File: src/tsrf_pkg.sv
// ----------------------------------------------------------------------------
// tsrf_pkg - shared definitions for the temperature scratchpad report filter
// Register indexes, sanitizing limits, conversion constants and the
// bytewise CRC-8 step used by the filter.
// ----------------------------------------------------------------------------
package tsrf_pkg;

   // Scratchpad length
   localparam int PAD_BYTES_DEF = 9;

   // Configuration register indexes
   localparam int CSR_ADDR_W = 2;
   typedef enum logic [CSR_ADDR_W-1:0] {
      CSR_SENSOR_KIND = 2'd0,
      CSR_MIN_INTERVAL = 2'd1,
      CSR_MAX_INTERVAL = 2'd2,
      CSR_MIN_DELTA = 2'd3
   } csr_addr_type;
   localparam int CSR_DATA_W = 12;

   // Input kinds
   localparam logic ACTION_TICK = 1'b0;
   localparam logic ACTION_BYTE = 1'b1;

   // Elapsed-time counter
   localparam int MS_W = 22;
   localparam logic [MS_W-1:0] MS_MAX = '1;

   // Sanitizing limits
   localparam logic [11:0] INTERVAL_LOW = 12'd5;
   localparam logic [11:0] INTERVAL_HIGH = 12'd3600;
   localparam logic [11:0] MIN_INTERVAL_SUBST = 12'd10;
   localparam logic [11:0] MAX_INTERVAL_SUBST = 12'd150;
   localparam logic [7:0] DELTA_HIGH = 8'd250;
   localparam logic [7:0] DELTA_SUBST = 8'd5;
   localparam logic [9:0] MS_PER_S = 10'd1000;
   localparam logic [3:0] DELTA_SCALE = 4'd10;

   // Conversion constants
   localparam logic [15:0] EXT_MASK = 16'hfffe;
   localparam logic [15:0] EXT_BIAS = 16'd12;
   localparam logic signed [15:0] CENTI_PER_DEG = 16'sd100;
   localparam logic [15:0] FRAC_HALF = 16'd50;
   localparam logic [15:0] FRAC_QUARTER = 16'd25;
   localparam logic [15:0] FRAC_EIGHTH = 16'd13;
   localparam logic [15:0] FRAC_SIXTEENTH = 16'd6;

   // Resolution codes in bits 6..5 of the configuration byte
   localparam logic [1:0] RES_12 = 2'b11;
   localparam logic [1:0] RES_11 = 2'b10;
   localparam logic [1:0] RES_10 = 2'b01;

   // Reflected CRC-8 polynomial
   localparam logic [7:0] CRC_POLY = 8'h8c;

   // One byte through the reflected CRC-8, low bit first
   function automatic logic [7:0] crc8_byte(input logic [7:0] crc, input logic [7:0] data);
      logic [7:0] c;
      logic [7:0] d;
      logic       mix;
      c = crc;
      d = data;
      for (int k = 0; k < 8; k++) begin
         mix = c[0] ^ d[0];
         c = c >> 1;
         if (mix) begin
            c = c ^ CRC_POLY;
         end
         d = d >> 1;
      end
      return c;
   endfunction

endpackage

File: src/temp_scratchpad_report_filter.sv
// ----------------------------------------------------------------------------
// temp_scratchpad_report_filter - scratchpad check, conversion and report gate
// Collects scratchpad bytes, checks their CRC-8, converts the reading to
// hundredths of a degree and decides whether it is to be reported.
// ----------------------------------------------------------------------------
// The block takes one transaction per clock cycle: a millisecond tick or a
// scratchpad byte. Each transaction is held in the input register and is
// then processed by a single pass of logic that writes the result register,
// so a result is written from the last byte of a scratchpad as it leaves the
// input register. Ticks and all but the last byte give no result.
// The sustained rate of one transaction per cycle is held as long as the
// result side takes its results; a result waiting in the result register
// stalls the input only when the next transaction would produce another.
// There is no clearing pass after reset. The configuration registers are
// sanitized where they are used, so any written value is legal.
module temp_scratchpad_report_filter #(
   parameter int PAD_BYTES = tsrf_pkg::PAD_BYTES_DEF
) (
   input  logic                            clock,
   input  logic                            reset,
   // Input stream
   input  logic                            req_tvalid,
   output logic                            req_tready,
   input  logic [7:0]                      req_tdata,  // [7:0] pad_byte
   input  logic                            req_tuser,  // [0] action
   // Result stream
   output logic                            rsp_tvalid,
   input  logic                            rsp_tready,
   output logic [15:0]                     rsp_tdata,  // [14:0] centi_celsius, [15] zero
   output logic [1:0]                      rsp_tuser,  // [0] report_now, [1] crc_bad
   // Configuration write port
   input  logic                            csr_we,
   input  logic [tsrf_pkg::CSR_ADDR_W-1:0] csr_addr,
   input  logic [tsrf_pkg::CSR_DATA_W-1:0] csr_wdata
);

   localparam int CNT_W = $clog2(PAD_BYTES);
   localparam logic [CNT_W-1:0] LAST_IDX = CNT_W'(PAD_BYTES - 1);

   // Configuration registers
   logic        kind_ff;
   logic [11:0] min_int_ff;
   logic [11:0] max_int_ff;
   logic [7:0]  delta_ff;

   // Input register
   logic        s1_valid_ff, s1_valid_in;
   logic        s1_action_ff;
   logic [7:0]  s1_byte_ff;

   // Block state
   logic [CNT_W-1:0]           count_ff, count_in;
   logic [7:0]                 crc_ff, crc_in;
   logic [7:0]                 pad_ff [PAD_BYTES];
   logic [tsrf_pkg::MS_W-1:0]  ms_ff, ms_in;
   logic signed [15:0]         last_ff, last_in;

   // Result register
   logic        out_valid_ff, out_valid_in;
   logic [14:0] out_centi_ff;
   logic        out_report_ff;
   logic        out_bad_ff;

   // Processing signals
   logic        s1_go;
   logic        frame_end;
   logic        out_free;
   logic [7:0]  crc_next;
   logic [15:0] raw;
   logic [15:0] raw_ext;
   logic [15:0] raw_adj;
   logic signed [15:0] whole;
   logic signed [15:0] centi;
   logic signed [16:0] diff_s;
   logic [15:0] diff;
   logic [11:0] mn;
   logic [11:0] mx_pre;
   logic [11:0] mx;
   logic [7:0]  dl;
   logic [tsrf_pkg::MS_W-1:0] mn_ms;
   logic [tsrf_pkg::MS_W-1:0] mx_ms;
   logic [11:0] dl_scaled;
   logic        send;

   // Write configuration registers
   always_ff @(posedge clock) begin
      if (reset) begin
         kind_ff    <= 1'b0;
         min_int_ff <= '0;
         max_int_ff <= '0;
         delta_ff   <= '0;
      end else if (csr_we) begin
         case (csr_addr)
            tsrf_pkg::CSR_SENSOR_KIND:  kind_ff    <= csr_wdata[0];
            tsrf_pkg::CSR_MIN_INTERVAL: min_int_ff <= csr_wdata[11:0];
            tsrf_pkg::CSR_MAX_INTERVAL: max_int_ff <= csr_wdata[11:0];
            tsrf_pkg::CSR_MIN_DELTA:    delta_ff   <= csr_wdata[7:0];
            default: ;
         endcase
      end
   end

   // Handshake: a held transaction advances unless it needs a busy result slot
   assign out_free  = !out_valid_ff || rsp_tready;
   assign frame_end = (s1_action_ff == tsrf_pkg::ACTION_BYTE) && (count_ff == LAST_IDX);
   assign s1_go     = s1_valid_ff && (!frame_end || out_free);
   assign req_tready = !s1_valid_ff || s1_go;

   // Capture the input transaction
   assign s1_valid_in = req_tready ? req_tvalid : s1_valid_ff;

   always_ff @(posedge clock) begin
      if (reset) begin
         s1_valid_ff <= 1'b0;
      end else begin
         s1_valid_ff <= s1_valid_in;
      end
   end

   always_ff @(posedge clock) begin
      if (req_tvalid && req_tready) begin
         s1_action_ff <= req_tuser;
         s1_byte_ff   <= req_tdata;
      end
   end

   // Sanitize the configuration
   always_comb begin
      dl = (delta_ff > tsrf_pkg::DELTA_HIGH) ? tsrf_pkg::DELTA_SUBST : delta_ff;
      mn = min_int_ff;
      if (mn != '0 && (mn < tsrf_pkg::INTERVAL_LOW || mn > tsrf_pkg::INTERVAL_HIGH)) begin
         mn = tsrf_pkg::MIN_INTERVAL_SUBST;
      end
      mx_pre = max_int_ff;
      if (mx_pre != '0 &&
          (mx_pre < tsrf_pkg::INTERVAL_LOW || mx_pre > tsrf_pkg::INTERVAL_HIGH)) begin
         mx_pre = tsrf_pkg::MAX_INTERVAL_SUBST;
      end
      mx = (mx_pre != '0 && mx_pre < mn) ? '0 : mx_pre;
      mn_ms     = {10'd0, mn} * {12'd0, tsrf_pkg::MS_PER_S};
      mx_ms     = {10'd0, mx} * {12'd0, tsrf_pkg::MS_PER_S};
      dl_scaled = {4'd0, dl} * {8'd0, tsrf_pkg::DELTA_SCALE};
   end

   // Convert the stored reading
   always_comb begin
      raw     = {pad_ff[1], pad_ff[0]};
      raw_ext = 16'(((raw & tsrf_pkg::EXT_MASK) << 3) + tsrf_pkg::EXT_BIAS
                    - {8'd0, pad_ff[6]});
      raw_adj = raw;
      if (kind_ff) begin
         raw_adj = raw_ext;
      end else begin
         case (pad_ff[4][6:5])
            tsrf_pkg::RES_12: raw_adj = raw;
            tsrf_pkg::RES_11: raw_adj = {raw[15:1], 1'b0};
            tsrf_pkg::RES_10: raw_adj = {raw[15:2], 2'b00};
            default:          raw_adj = {raw[15:3], 3'b000};
         endcase
      end
      whole = {{8{raw_adj[11]}}, raw_adj[11:4]};
      centi = 16'(whole * tsrf_pkg::CENTI_PER_DEG);
      if (raw_adj[3]) centi = centi + $signed(tsrf_pkg::FRAC_HALF);
      if (raw_adj[2]) centi = centi + $signed(tsrf_pkg::FRAC_QUARTER);
      if (raw_adj[1]) centi = centi + $signed(tsrf_pkg::FRAC_EIGHTH);
      if (raw_adj[0]) centi = centi + $signed(tsrf_pkg::FRAC_SIXTEENTH);
   end

   // Decide on a report
   always_comb begin
      diff_s = 17'(centi) - 17'(last_ff);
      diff   = diff_s[16] ? 16'(-diff_s) : diff_s[15:0];
      send   = (mx != '0 && ms_ff >= mx_ms) || (dl != '0 && diff >= {4'd0, dl_scaled});
      if (mn != '0 && ms_ff < mn_ms) begin
         send = 1'b0;
      end
   end

   assign crc_next = tsrf_pkg::crc8_byte(crc_ff, s1_byte_ff);

   // Advance the block state
   always_comb begin
      count_in = count_ff;
      crc_in   = crc_ff;
      ms_in    = ms_ff;
      last_in  = last_ff;
      if (s1_go) begin
         if (s1_action_ff == tsrf_pkg::ACTION_TICK) begin
            if (ms_ff != tsrf_pkg::MS_MAX) begin
               ms_in = ms_ff + 1'b1;
            end
         end else if (frame_end) begin
            count_in = '0;
            crc_in   = '0;
            if (crc_next == 8'd0 && send) begin
               last_in = centi;
               ms_in   = '0;
            end
         end else begin
            count_in = count_ff + 1'b1;
            crc_in   = crc_next;
         end
      end
   end

   always_ff @(posedge clock) begin
      if (reset) begin
         count_ff <= '0;
         crc_ff   <= '0;
         ms_ff    <= '0;
         last_ff  <= '0;
      end else begin
         count_ff <= count_in;
         crc_ff   <= crc_in;
         ms_ff    <= ms_in;
         last_ff  <= last_in;
      end
   end

   // Store scratchpad bytes
   always_ff @(posedge clock) begin
      if (s1_go && s1_action_ff == tsrf_pkg::ACTION_BYTE) begin
         pad_ff[count_ff] <= s1_byte_ff;
      end
   end

   // Load the result register
   assign out_valid_in = (s1_go && frame_end) ? 1'b1 : (rsp_tready ? 1'b0 : out_valid_ff);

   always_ff @(posedge clock) begin
      if (reset) begin
         out_valid_ff <= 1'b0;
      end else begin
         out_valid_ff <= out_valid_in;
      end
   end

   always_ff @(posedge clock) begin
      if (s1_go && frame_end) begin
         if (crc_next != 8'd0) begin
            out_centi_ff  <= '0;
            out_report_ff <= 1'b0;
            out_bad_ff    <= 1'b1;
         end else begin
            out_centi_ff  <= centi[14:0];
            out_report_ff <= send;
            out_bad_ff    <= 1'b0;
         end
      end
   end

   assign rsp_tvalid = out_valid_ff;
   assign rsp_tdata  = {1'b0, out_centi_ff};
   assign rsp_tuser  = {out_bad_ff, out_report_ff};

`ifndef NO_ASSERTIONS
   // A failed check carries neither a reading nor a report
   a_bad_clean: assert property (@(posedge clock) disable iff (reset)
      rsp_tvalid && rsp_tuser[1] |-> rsp_tdata == 16'd0 && !rsp_tuser[0])
      else $error("crc_bad result carries data");

   // The byte count stays inside the scratchpad
   a_count_range: assert property (@(posedge clock) disable iff (reset)
      count_ff <= LAST_IDX)
      else $error("byte count out of range");

   // A report restarts the interval counter and records the reading
   a_report_clears: assert property (@(posedge clock) disable iff (reset)
      s1_go && frame_end && crc_next == 8'd0 && send
      |=> ms_ff == '0 && last_ff[14:0] == rsp_tdata[14:0])
      else $error("report did not restart interval");

   // Input stalls only behind a held frame end with a waiting result
   a_stall_cause: assert property (@(posedge clock) disable iff (reset)
      !req_tready |-> s1_valid_ff && frame_end && rsp_tvalid)
      else $error("input stalled without cause");
`endif

endmodule
File: config.mk
export PLATFORM = sky130hd
export DESIGN_NAME = temp_scratchpad_report_filter
export DESIGN_NICKNAME = d
export VERILOG_FILES = /design/src/tsrf_pkg.sv /design/src/temp_scratchpad_report_filter.sv
export SDC_FILE = /design/constraint.sdc
export NUM_CORES = 1
export LEC_CHECK = 0
export ABC_AREA = 1
export BUFFER_PORTS_ARGS = -buffer_cell sky130_fd_sc_hd__buf_2
export CAP_MARGIN = 10
export CORE_ASPECT_RATIO = 1.2
export CORE_MARGIN = 1
export CORE_UTILIZATION = 60
export CTS_CLUSTER_DIAMETER = 150
export DETAILED_ROUTE_END_ITERATION = 7
export PLACE_DENSITY = 0.77
export SLEW_MARGIN = 20
export SYNTH_ARGS = -nofsm -noshare
export SYNTH_HDL_FRONTEND = slang
export SYNTH_SLANG_ARGS = --single-unit
File: constraint.sdc
create_clock -name clock -period 18.4 [get_ports clock]
set_input_delay 2.76 -clock clock [delete_from_list [all_inputs] [get_ports clock]]
set_output_delay 2.76 -clock clock [all_outputs]
set_load 0.02 [all_outputs]
; Word-level counts from Yosys, hierarchy flattened
; Memory sizes are Yosys's and may differ from the RTL's.
; Index checks and enable logic that the tools add are counted.
[totals]
reg_bits = 111
mem_bits_rw = 72
in_bits = 28
word_cells = 135
mem_count = 1
[memory_table]
columns = memory, depth, word_bits, rd, rd_ports_with_merged_regs, wr, line
row1 = pad_ff, 9, 8, 4, 0, 1, temp_scratchpad_report_filter.sv:54  ; logic [7:0] pad_ff [PAD_BYTES];
[op_classes]
n_addsub = 10
mul = 4
order_cmp = 9
n_eq_ne = 10
muxes = 31
bitwise = 16
reduce_logical = 39
[ops]
columns = cell, n
row1 = $mux W22, 4
row2 = $mux W16, 5
row3 = $mux W8, 10
row4 = $reduce_bool A12 Y1, 5
row5 = $mux W12, 4
row6 = $mul A12 B7 Y19 const B, 2
row7 = $gt A12 B12 Y1 const B, 2
row8 = $lt A12 B3 Y1 const B, 2
row9 = $not A2 Y3, 8
row10 = $add A22 B1 Y22 const B, 1
row11 = $ge A22 B22 Y1, 1
row12 = $lt A22 B22 Y1, 1
row13 = $ne A22 B22 Y1 const B, 1
row14 = $sub A16 B16 Y17, 1
row15 = $add A16 B4 Y16 const B, 1
row16 = $add A16 B5 Y16 const B, 1
row17 = $add A16 B6 Y16 const B, 1
row18 = $add A16 B7 Y16 const B, 1
row19 = $ge A16 B12 Y1, 1
row20 = $neg A16 Y16, 1
row21 = $reduce_bool A8 Y1, 2
row22 = $mul A8 B6 Y14 const B, 1
row23 = $add A12 B4 Y12 const B, 1
row24 = $logic_and A1 B1 Y1, 12
row25 = other kinds (20), 50

; Longest topological paths before layout
; Gate-level depths: netlist of the first run.
; An unclocked memory read counts as a cell.
[depth]
depth_word = 24
depth_mapped = 71
depth_no_buf = 69

; Worst setup path after synthesis of the first run
; No wires, ideal clock.
[synth_timing]
path_kind = reg-to-reg
start = mem pad_ff[0][2]
end = reg last_ff[0]
t_arrival_ns = 8.454
required_ns = 18.331
slack_ns = 9.877
path_stages_with_launch = 65
n_path_buf = 2
synth_period_minus_slack_ns = 8.523
path_cell_list = edfxtp_1 -> ha_1 -> a21oi_1 -> nand2_1 -> nand2_1 -> a21oi_1 -> nor2_1 -> nor2_1 -> o21ai_0 -> o21ai_0 -> xor2_1 -> inv_1 -> fa_1 -> ha_1 -> ha_1 -> a21oi_1 -> nand2_1 -> or2_2 -> [29 not listed] -> ha_1 -> a21oi_1 -> o21ai_0 -> a21oi_1 -> o21bai_1 -> a21o_1 -> a21oi_1 -> nor3_1 -> nor2_1 -> nand2_1 -> nor2_1 -> nand3_1 -> nand2_1 -> nand2_1 -> nand3_2 -> clkbuf_1 -> nand3_1 -> o21ai_1
[synth_rtl]
columns = element, line
row1 = from (decl), temp_scratchpad_report_filter.sv:54
row2 = to (signal assigned), temp_scratchpad_report_filter.sv:216  ; last_ff <= last_in;
row3 = to (decl), temp_scratchpad_report_filter.sv:56  ; logic signed [15:0] last_ff, last_in;

==> results by group, run 1 <==
Clock network
  – Number of hold buffers added after cts: 0
  – Gates resized, CTS repair: 0
  – Maximum number of buffers from clock root to sink: 2
  – Clock latency on the worst-skew pair: 0.44 ns
  – TritonCTS clock tree: done
  – CTS H-tree lvls: 4
  – Clock Pin Slew Worst Setup and Hold Paths: 0.07 ns
  – Number of buffers added for setup after CTS: 0
  – CTS Buf Count: 17
  – CTS sink count: 133
  – Root buffer cell: sky130_fd_sc_hd__clkbuf_16

Critical path
  – Delay contributed by the slowest stage of the critical path: 0.71 ns
  – Worst Path Required: 18.68 ns
  – Critical Path Source Type: register
  – Critical path's slowest cell: sky130_fd_sc_hd__xnor2_1
  – Crit end category: register
  – Arr. time, crit path: 11.23 ns
  – Critical path class: reg -> reg
  – Most common cell type on the critical path: sky130_fd_sc_hd__nand2_1
  – Critical-path maximum fanout: 42

Synthesis
  – Post-synthesis sequential area ratio: 20.7%
  – Distinct cells, synth: 59
  – Number of register bits inferred by synthesis: 133
  – Count of warnings emitted by yosys: 0
  – Predominant post-synthesis flop cell: sky130_fd_sc_hd__dfxtp_1
  – Post-synth ARST share: 0%
  – Syn Area/Cell: 7.62 µm²
  – Post-Synthesis Cell Area: 15200 µm²
  – Number of synthesized flops with an enable pin: 48
  – Number of nets in the synthesized netlist: 2332
  – Mapped Cells: 1996

Run status
  – Result of the run: finished, final reports clean

Routing
  – Post-detailed-route count of antenna-violating nets: 0
  – Mean routed wirelength per cell: 14.5 µm
  – Via density: 5.52
  – Number of DRC markers after the initial detailed-route iteration: 706
  – Overall routed net length: 34300 µm
  – Total iterations of the first detailed-routing run: 6
  – DRC: 0
  – Routed vias: 13068

Floorplan
  – Die height: 176 µm
  – Standard-cell row count: 63
  – Total die area: 26000 µm²
  – Placeable core region: 24800 µm²
  – I/O Pins: 48
  – Initial cell density of the core: 61.3%
  – Floorplan die width: 147 µm

Global route
  – Global-route usage over all layers: 27.8%
  – Vias in the first global route: 13137
  – Global-route wire length before repair: 58800 µm
  – Number of antenna violations at the first check in global routing: 0
  – Global route total overflow: 0
  – Maximum number of pins on one net before global-route repair: 55

Final layout
  – Filler cell count in the final layout: 2113
  – Most used cells in the layout excluding fill and tap cells: sky130_fd_sc_hd__nand2_1 (358), sky130_fd_sc_hd__inv_1 (314), sky130_fd_sc_hd__ha_1 (225)
  – Util after Layout: 66.0%
  – Antenna diode instance count: 0
  – Register cell area after layout: 3140 µm²
  – Most frequent standard cell in the layout excluding fill and tap cells: sky130_fd_sc_hd__nand2_1
  – Growth of design area from synthesis to finish: 7.65%
  – Final non-filler cell area: 16400 µm²
  – Share of final-layout standard cells stronger than drive strength 1: 7.44%
  – Multi-input logic area: 10700 µm²
  – Final net count: 2365

Min path
  – Worst Hold Class: reg -> reg

Power
  – Power density over the cells: 108 nW/µm²
  – Leakage: 0.00824 µW
  – Worst voltage drop across the vdd grid: 0.0651 mV

Timing
  – Final period util: 59.5%
  – Achievable Freq: 91.4 MHz
  – Sum of negative setup slack: 0 ns
  – RSZ-0062 raised after global routing: no
  – Hold violation total from the final report: 0
  – Total of endpoints with negative setup slack in the final report: 0
  – Worst Skew: 0.0137 ns
  – Shortest period the worst path allows: 10.95 ns
  – Slew margin rel.: 35.0%
  – Transition time at the pin with the least slew margin: 0.966 ns
  – Final-report max-slew violation count: 0

Placed design
  – Placement-stage cell area: 15700 µm²
  – Sum of net half-perimeters after detailed placement: 27800 µm
  – Final weighted congestion of routability-driven global placement: 0.980
  – Buffers added on ports: 46

Flow run
  – # Max-Cap Violations: 0
==> critical path, delay by kind of cell (launching register included) <==
kind,cells,cell delay (ns)
buffers and inverters,8,1.16
and+or+nand+nor,39,4.45
adders and majority gates,6,2.20
xor gates and xnor gates,4,1.23
AOI/OAI and AO/OA,9,1.28
DFF,1,0.40
==> state kept, by name, indices dropped and copies added (netlist names) <==
register,flops
ms_ff,22
pad_ff,22
last_ff,16
out_centi_ff,15
max_int_ff,12
min_int_ff,12
crc_ff,8
delta_ff,8
s1_byte_ff,8
count_ff,4
kind_ff,1
out_bad_ff,1
out_report_ff,1
rsp_tvalid,1
s1_action_ff,1
s1_valid_ff,1
==> cell families after synthesis <==
group,after synthesis,share of synthesized area [%]
xor+xnor,115,6.77
simple gates,786,23.4
buf+inv,364,9.16
fa+ha+maj,308,29.4
compound gates,288,10.5
mux,1,0.0658
flops,133,20.7
other cells,1,0.0246
==> through the flow <==
stage | cells | setup WS [ns] | power, µW | hold WS, ns
floorplan | 1996 | 9.88 | 1170 | 0.439
global placement | 2335 | 7.88 | 1360 | 0.460
finish | 2367 | 7.45 | 1760 | 0.478
CTS | 2367 | 7.50 | 1770 | 0.477
detailed placement | 2335 | 7.60 | 1390 | 0.464
global route | 2367 | 6.11 | 1950 | 0.489
==> routing by layer <==
metal  global-route usage, %  part of all wire (%)
met5                       0                     0
met4                    12.0                   3.2
met3                    3.98                   3.4
met2                    51.4                    51
met1                    31.8                    42
==> power breakdown <==
| group | leakage [µW] | switching (µW) | internal [µW] |
|---|---|---|---|
| Clock | 0.000319 | 135 | 242 |
| Sequential | 0.00116 | 8.66 | 313 |
| Combinational | 0.00675 | 665 | 400 |
| Total | 0.00824 | 809 | 955 |
==> final cells by class <==
class / instances / share of cell area (%)
clock buffer: 23 / 3.19
clock inverter: 9 / 0.840
inverter: 330 / 7.58
multi-input combinational: 1499 / 65.2
sequential: 133 / 19.2
tap: 325 / 2.48
timing repair buffer: 48 / 1.50
==> worst paths after layout <==
path / from / end / slack, ns / depth (start not counted)
worst max-delay path: pad_ff[0][1]$_DFFE_PP_ / ms_ff[7]$_SDFFE_PP0P_ / 7.45 / 66
worst min-delay path: delta_ff[0]$_SDFFE_PP0P_ / delta_ff[0]$_SDFFE_PP0P_ / 0.48 / 2
worst max register to register: pad_ff[0][1]$_DFFE_PP_ / ms_ff[7]$_SDFFE_PP0P_ / 7.45 / 66
worst min register to register: delta_ff[0]$_SDFFE_PP0P_ / delta_ff[0]$_SDFFE_PP0P_ / 0.48 / 2
==> cell usage after synthesis, drive strengths merged, types with 5 or more instances <==
library cell  count  area share, %
nand2           368            9.3
inv             330            8.2
ha              225             19
nor2            169            4.5
a21oi           139            4.6
nand3           135            4.9
o21ai           102            3.5
dfxtp            85             11
fa               83             11
xor2             76            4.4
edfxtp           48            9.5
nand4            41            1.8
xnor2            39            2.3
nor3             30            1.0
clkbuf           21           0.52
o21bai           15           0.74
buf              13           0.49
nor4             13           0.53
or2              13           0.53
nand3b            8           0.39
a211oi            5           0.25
a21boi            5           0.32
and2              5           0.21
Note: power is estimated with default switching activity, not from simulation.
==> run 2, diff against run 1 <==
- clock period: 18.4 -> 10.63 ns (I/O delays scaled with it)
==> run 2 against run 1 <==
Net effect: clock power rose by 49%; critical path depth fell by 6; worst hold slack got worse by 0.0052 ns; flip-flop and latch count did not move; clock skew fell by 0.0029 ns; via count barely moved; die area did not move; non-clock buffer count rose by 4; global-route usage rose by 0.48 points; critical endpoint is now ms_ff[10]$_SDFFE_PP0P_; largest power group unchanged; highest routed layer unchanged.
==> results by group, run 2 (synthesis gave the netlist of run 1 again) <==
Critical path
  – Critical-path maximum fanout: 20 (-52%)
  – Critical path's slowest cell: sky130_fd_sc_hd__fa_1
  – Setup crit start: pad_ff[0][2]$_DFFE_PP_
  – Critical path class: reg -> reg
  – Arr. time, crit path: 9.86 ns (-1.37 ns)
  – R2R Path Start: pad_ff[0][2]$_DFFE_PP_
  – Crit end category: register
  – Flop-to-flop setup slack: 1.04 ns (-6.41 ns)
  – Critical Path Source Type: register
  – Worst Path Required: 10.90 ns (-7.78 ns)
  – Most common cell type on the critical path: sky130_fd_sc_hd__nand2_1
  – Delay contributed by the slowest stage of the critical path: 0.49 ns (-0.22 ns)

Final layout
  – Util after Layout: 65.9% (-0.076 points)
  – Final net count: 2369 (+0.17%)
  – Share of final-layout standard cells stronger than drive strength 1: 8.21% (+0.77 points)
  – Most frequent standard cell in the layout excluding fill and tap cells: sky130_fd_sc_hd__nand2_1
  – Largest registers: ms_ff x22, pad_ff x22, last_ff x16
  – Most used cells in the layout excluding fill and tap cells: sky130_fd_sc_hd__nand2_1 (354), sky130_fd_sc_hd__inv_1 (313), sky130_fd_sc_hd__ha_1 (225)
  – Final non-filler cell area: 16400 µm² (-0.11%)
  – Antenna diode instance count: 0 (unchanged)
  – Growth of design area from synthesis to finish: 7.53%

Routing
  – Number of DRC markers after the initial detailed-route iteration: 623 (-12%)
  – Routed vias: 13077 (+0.069%)
  – Overall routed net length: 34600 µm (+0.94%)
  – Post-detailed-route count of antenna-violating nets: 0 (unchanged)
  – Total iterations of the first detailed-routing run: 5 (-1)
  – Via density: 5.52 (about the same)
  – DRC: 0 (unchanged)
  – Mean routed wirelength per cell: 14.6 µm (+0.77%)

Placed design
  – Final weighted congestion of routability-driven global placement: 0.967 (-1.3%)
  – Placement-stage cell area: 15700 µm² (+0.19%)
  – Worst setup slack before clock tree synthesis: 0.476 ns (-7.12 ns)
  – Buffers added on ports: 46 (unchanged)
  – Sum of net half-perimeters after detailed placement: 28300 µm (+1.9%)

Power
  – Worst voltage drop across the vdd grid: 0.131 mV (+100%)
  – Power density over the cells: 184 nW/µm² (+70%)
  – Leakage: 0.00820 µW (-0.42%)

Timing
  – Hold violation total from the final report: 0 (unchanged)
  – Worst Skew: 0.0108 ns (-0.00294 ns)
  – Total of endpoints with negative setup slack in the final report: 0 (unchanged)
  – Slew margin rel.: 34.3% (-0.63 points)
  – Final-report max-slew violation count: 0 (unchanged)
  – Setup ws final: 1.04 ns (-6.41 ns)
  – Achievable Freq: 104 MHz (+14%)
  – Shortest period the worst path allows: 9.59 ns (-1.36 ns)
  – Transition time at the pin with the least slew margin: 0.982 ns (+0.0156 ns)
  – Final period util: 90.2% (+31 points)
  – RSZ-0062 raised after global routing: no
  – Sum of negative setup slack: 0 ns (unchanged)

Floorplan
  – Initial cell density of the core: 61.3% (unchanged)
  – Floorplan die width: 147 µm (unchanged)
  – Placeable core region: 24800 µm² (unchanged)
  – Total die area: 26000 µm² (unchanged)
  – Standard-cell row count: 63 (unchanged)
  – Die height: 176 µm (unchanged)
  – I/O Pins: 48 (unchanged)

Min path
  – Worst Hold Class: reg -> reg
  – Min-Delay Startpoint: delta_ff[0]$_SDFFE_PP0P_

Clock network
  – Maximum number of buffers from clock root to sink: 2 (unchanged)
  – Clock Pin Slew Worst Setup and Hold Paths: 0.06 ns (about the same)
  – CTS H-tree lvls: 4 (unchanged)
  – TritonCTS clock tree: done
  – Number of hold buffers added after cts: 0 (unchanged)
  – Clock latency on the worst-skew pair: 0.43 ns (about the same)
  – Gates resized, CTS repair: 0 (unchanged)
  – Number of buffers added for setup after CTS: 0 (unchanged)
  – CTS Buf Count: 17 (unchanged)
  – Root buffer cell: sky130_fd_sc_hd__clkbuf_16
  – CTS sink count: 133 (unchanged)

Global route
  – Global-route usage over all layers: 28.3% (+0.48 points)
  – Number of antenna violations at the first check in global routing: 0 (unchanged)
  – Global route total overflow: 0 (unchanged)
  – Global-route wire length before repair: 60000 µm (+2.0%)
  – Vias in the first global route: 13187 (+0.38%)
  – Maximum number of pins on one net before global-route repair: 51 (-7.3%)

Flow run
  – # Max-Cap Violations: 0 (unchanged)

Run status
  – Result of the run: finished, final reports clean
==> run 2: area by class of cell <==
type	count	area, µm²
Clock buffer	18	429
Clock inverter	14	129
Fill cell	2154	8470
Inverter	330	1250
Multi-Input combinational cell	1499	10700
Sequential cell	133	3140
Tap cell	325	407
Timing Repair Buffer	52	283
==> run 2: routing by layer <==
metal  up-vias  wire length [µm]  GRT usage (%)  part of all wire, %
li1       6612                 -              -                    -
met1      6120             14500           32.9                   42
met2       279             18000           53.7                   52
met3        66              1190           2.89                  3.4
met4         0               948           9.49                  2.7
met5         -                 0              0                    0
==> run 2: path summary, 6_finish.rpt <==
| kind | to | depth (start not counted) |
|---|---|---|
| hold reg to reg | delta_ff[0]$_SDFFE_PP0P_ | 2 |
| setup / recovery | ms_ff[10]$_SDFFE_PP0P_ | 60 |
| setup reg to reg | ms_ff[10]$_SDFFE_PP0P_ | 60 |
| hold / removal | delta_ff[0]$_SDFFE_PP0P_ | 2 |
==> run 2: through the flow <==
stage          total power (µW)  hold WS (ns)  std cells
2_1_floorplan              2030         0.439       1996
6_report                   3000         0.472       2371
5_1_grt                    3330         0.488       2371
3_5_place_dp               2430         0.466       2339
4_1_cts                    3000         0.474       2371
3_3_place_gp               2360         0.459       2339
==> run 2: worst max-delay path: cells and delay by family, from the launching register on <==
kind,cells,cell delay [ns]
fa+ha+maj,7,2.55
buf+inv,6,0.51
compound gates,10,1.60
xor+xnor,2,0.37
simple gates,35,4.03
flops,1,0.39
==> run 2: power breakdown <==
| part | switching [µW] | total (µW) | internal (µW) |
|---|---|---|---|
| clock | 237 | 560 | 323 |
| combinational | 1180 | 1890 | 708 |
| sequential | 14.1 | 557 | 543 |
| total | 1430 | 3000 | 1570 |
==> run 3, diff against run 2 <==
- ABC_AREA: 1 -> not set
- PLACE_DENSITY: 0.77 -> 0.81
==> run 3 against run 2 <==
Net effect: the run now ends with design-rule violations left; largest power group unchanged; clock power rose by 11%; worst hold slack got worse by 0.018 ns; cell area fell by 2.0%; non-clock buffer count rose by 11; synthesized cell count fell by 18%; flip-flop and latch count did not move; first-iteration DRC count rose by 41%; final cell count fell by 15%; setup slack got worse by 0.45 ns; utilization rose by 1.2 points; area after synthesis fell by 4.1%.
==> results by group, run 3 <==
Synthesis
  – Cell with the most instances after synthesis: sky130_fd_sc_hd__ha_1
  – Post-synthesis sequential area ratio: 21.5% (+0.88 points)
  – Syn Area/Cell: 8.94 µm² (+17%)
  – Mapped Cells: 1632 (-18%)
  – Post-synthesis share of cell area spent on xor and xnor gates: 7.61% (+0.85 points)
  – Top cells by instance count after synthesis: sky130_fd_sc_hd__ha_1 (225), sky130_fd_sc_hd__inv_1 (172), sky130_fd_sc_hd__nand2_1 (144)
  – Post-synth ARST share: 0% (unchanged)
  – Main combinational cell family by area after synthesis: adder cells
  – Top cells by area in the synthesized netlist: sky130_fd_sc_hd__ha_1 (19%), sky130_fd_sc_hd__dfxtp_1 (12%), sky130_fd_sc_hd__fa_1 (11%), sky130_fd_sc_hd__edfxtp_1 (9.9%), sky130_fd_sc_hd__xnor2_1 (5.2%)
  – Predominant post-synthesis flop cell: sky130_fd_sc_hd__dfxtp_1
  – Distinct cells, synth: 100 (+69%)
  – Number of nets in the synthesized netlist: 1968 (-16%)
  – Compound-cell area share of the yosys netlist: 15.7% (+5.2 points)
  – Area share of the leading cell type in the synthesized netlist: 19.3% (+0.79 points)
  – Count of warnings emitted by yosys: 0 (unchanged)
  – Largest area contributor in the netlist: sky130_fd_sc_hd__ha_1
  – Mux contribution to synthesized area: 1.85% (+1.8 points)
  – Number of register bits inferred by synthesis: 133 (unchanged)
  – Post-Synthesis Cell Area: 14600 µm² (-4.1%)
  – Area share of and/or/nand/nor cells after synthesis: 16.6% (-6.8 points)
  – Number of synthesized flops with an enable pin: 48 (unchanged)
  – Adder-Cell Fraction of Synth Area: 30.8% (+1.4 points)

Final layout
  – Final non-filler cell area: 16000 µm² (-2.0%)
  – Growth of design area from synthesis to finish: 9.83%
  – Most used cells in the layout excluding fill and tap cells: sky130_fd_sc_hd__ha_1 (225), sky130_fd_sc_hd__inv_1 (171), sky130_fd_sc_hd__nand2_1 (141)
  – Largest registers: ms_ff x22, pad_ff x22, last_ff x16
  – Final net count: 2015 (-15%)
  – Most frequent standard cell in the layout excluding fill and tap cells: sky130_fd_sc_hd__ha_1
  – Share of final-layout standard cells stronger than drive strength 1: 9.57% (+1.4 points)
  – Antenna diode instance count: 0 (unchanged)
  – Non-filler cells in the finished layout: 2012 (-15%)

Placed design
  – Placed Cells: 1978 (-15%)
  – Placement-stage cell area: 15200 µm² (-3.5%)
  – Sum of net half-perimeters after detailed placement: 25700 µm (-9.3%)
  – Final weighted congestion of routability-driven global placement: 0.885 (-8.4%)
  – Buffers added on ports: 46 (unchanged)

Critical path
  – Delay contributed by the slowest stage of the critical path: 0.59 ns (+0.10 ns)
  – Critical path class: reg -> reg
  – Critical Path Source Type: register
  – Arr. time, crit path: 10.40 ns (+0.54 ns)
  – RR Endpoint: ms_ff[9]$_SDFFE_PP0P_
  – Flop-to-flop setup slack: 0.59 ns (-0.45 ns)
  – Critical-path maximum fanout: 19 (-5.0%)
  – R2R Path Start: max_int_ff[5]$_SDFFE_PP0P_
  – Worst path top cell family by delay: compound AO/OA/AOI/OAI gates
  – Critical path's slowest cell: sky130_fd_sc_hd__fa_1
  – FF-to-FF path depth: 48 (-20%)
  – Crit end category: register
  – Worst Path Required: 11.00 ns (+0.10 ns)
  – WP buf/inv: 5 (-1)
  – Most common cell type on the critical path: sky130_fd_sc_hd__a21oi_1

Clock network
  – CTS sink count: 133 (unchanged)
  – Maximum number of buffers from clock root to sink: 2 (unchanged)
  – Number of hold buffers added after cts: 0 (unchanged)
  – Clock Pin Slew Worst Setup and Hold Paths: 0.07 ns (about the same)
  – TritonCTS clock tree: done
  – CTS Buf Count: 17 (unchanged)
  – Root buffer cell: sky130_fd_sc_hd__clkbuf_16
  – Clock latency on the worst-skew pair: 0.43 ns (about the same)
  – CTS H-tree lvls: 4 (unchanged)

Routing
  – Post-detailed-route count of antenna-violating nets: 0 (unchanged)
  – Overall routed net length: 32800 µm (-5.3%)
  – Number of DRC markers after the initial detailed-route iteration: 880 (+41%)
  – Total iterations of the first detailed-routing run: 8 (+3)
  – Mean routed wirelength per cell: 16.3 µm (+12%)
  – Via density: 5.91 (+7.1%)
  – DRC: 1 (+1)
  – Routed vias: 11883 (-9.1%)

Timing
  – Transition time at the pin with the least slew margin: 0.965 ns (-0.0175 ns)
  – Shortest period the worst path allows: 10.04 ns (+0.451 ns)
  – Min Hold Slack: 0.455 ns (-0.0176 ns)
  – Hold violation total from the final report: 0 (unchanged)
  – Worst Skew: 0.0103 ns (-0.000528 ns)
  – Slew margin rel.: 34.8% (+0.44 points)
  – Achievable Freq: 99.6 MHz (-4.5%)
  – Final-report max-slew violation count: 0 (unchanged)
  – Sum of negative setup slack: 0 ns (unchanged)
  – Final period util: 94.4% (+4.2 points)
  – Total of endpoints with negative setup slack in the final report: 0 (unchanged)

Global route
  – Global route total overflow: 0 (unchanged)
  – Global-route wire length before repair: 54800 µm (-8.7%)
  – Number of antenna violations at the first check in global routing: 0 (unchanged)
  – Vias in the first global route: 11791 (-11%)
  – Maximum number of pins on one net before global-route repair: 67 (+31%)
  – Global-route usage over all layers: 27.2% (-1.1 points)

Run status
  – Violations in the final reports: design-rule violations
  – Result of the run: finished, violations left

Floorplan
  – I/O Pins: 48 (unchanged)
  – Die height: 173 µm (-2.0%)
  – Floorplan die width: 144 µm (-2.0%)
  – Standard-cell row count: 62 (-1.6%)
  – Total die area: 24900 µm² (-4.0%)
  – Initial cell density of the core: 61.1% (-0.20 points)
  – Placeable core region: 23900 µm² (-3.8%)

Min path
  – Depth of the worst hold-timing path: 2 (unchanged)
  – Min-Delay Startpoint: last_ff[9]$_SDFFE_PP0P_
  – Worst Hold Class: reg -> reg
  – Hold Path Sink: last_ff[9]$_SDFFE_PP0P_

Power
  – Worst voltage drop across the vdd grid: 0.128 mV (-2.5%)
  – Power density over the cells: 148 nW/µm² (-20%)
  – Leakage: 0.00739 µW (-9.9%)

Flow run
  – # Max-Cap Violations: 0 (unchanged)
## run 3: cell types whose count changed in the layout (fill, tap and decap cells not counted), sizes merged, moves of 18 or more
| cell | previous run | this run |
|---|---|---|
| nand2b | 0 | 38 |
| nand4 | 41 | 18 |
| nand3 | 135 | 30 |
| xor2 | 76 | 38 |
| a21oi | 139 | 116 |
| o21ai | 102 | 65 |
| nor2b | 0 | 27 |
| nand2 | 368 | 144 |
| inv | 333 | 185 |
| a21o | 4 | 29 |
| a211oi | 5 | 23 |
| nor2 | 169 | 114 |
| mux2i | 1 | 24 |
| xnor2 | 39 | 88 |
## run 3: through the flow
stage	util [%]	power (µW)	worst slack, ns
after detailed placement	63.6	1700	0.224
after floorplan	-	1440	1.02
after global routing	67.1	2540	-0.0501
final	67.1	2360	0.594
after CTS	66.2	2330	0.111
after global placement	63.6	1660	0.544
## run 3: how the worst max path moves through the flow
stage,slack (ns),to,cells after the start,startpoint
floorplan,1.02,ms_ff[13]$_SDFFE_PP0P_,46,min_int_ff[0]$_SDFFE_PP0P_
global placement,0.54,ms_ff[11]$_SDFFE_PP0P_,45,pad_ff[0][2]$_DFFE_PP_
detailed placement,0.22,ms_ff[9]$_SDFFE_PP0P_,45,max_int_ff[5]$_SDFFE_PP0P_
CTS,0.11,ms_ff[9]$_SDFFE_PP0P_,45,max_int_ff[5]$_SDFFE_PP0P_
global route,-0.05,ms_ff[9]$_SDFFE_PP0P_,48,max_int_ff[5]$_SDFFE_PP0P_
finish,0.59,ms_ff[9]$_SDFFE_PP0P_,48,max_int_ff[5]$_SDFFE_PP0P_
## run 3: cell families after synthesis
group | after synthesis
xor gates and xnor gates | 126
and+or+nand+nor | 478
buffers and inverters | 213
muxes | 26
AOI/OAI and AO/OA | 345
other | 1
DFF | 133
adders and majority gates | 310
## run 3: power by group
part           leakage (µW)  switching, µW  internal (µW)  total [µW]
Sequential          0.00109           14.9            540         555
Combinational       0.00599            684            505        1190
Clock              0.000307            260            360         621
## run 3: worst reg2reg max path, delay by kind of cell, from the launching register on
family                   cells  cell delay [ns]
flip-flops                   1             0.36
AO/OA/AOI/OAI               23             4.24
buffers and inverters        5             0.51
XOR/XNOR                     1             0.20
AND/OR/NAND/NOR             12             1.74
adder cells (fa/ha/maj)      7             2.92
## run 3: repair_timing
action                                  CTS  global route
endpoints found under the setup margin    0            39
buffers inserted                          0             2
gates resized for setup                   0            38
## run 3: metal layers
metal	share of wire [%]	up-vias	track usage, %	routed length, µm
li1	-	5778	-	-
met1	41	5723	32.5	13500
met2	52	301	48.8	16900
met3	4.0	81	3.27	1320
met4	3.3	0	11.0	1070
met5	0	-	0	0
## run 3: layout make-up
class	instances	area (µm²)
sequential	133	3140
tap	320	400
multi-input combinational	1286	10800
clock buffer	17	425
timing repair buffer	63	383
fill	1889	7870
inverter	178	671
clock inverter	15	204
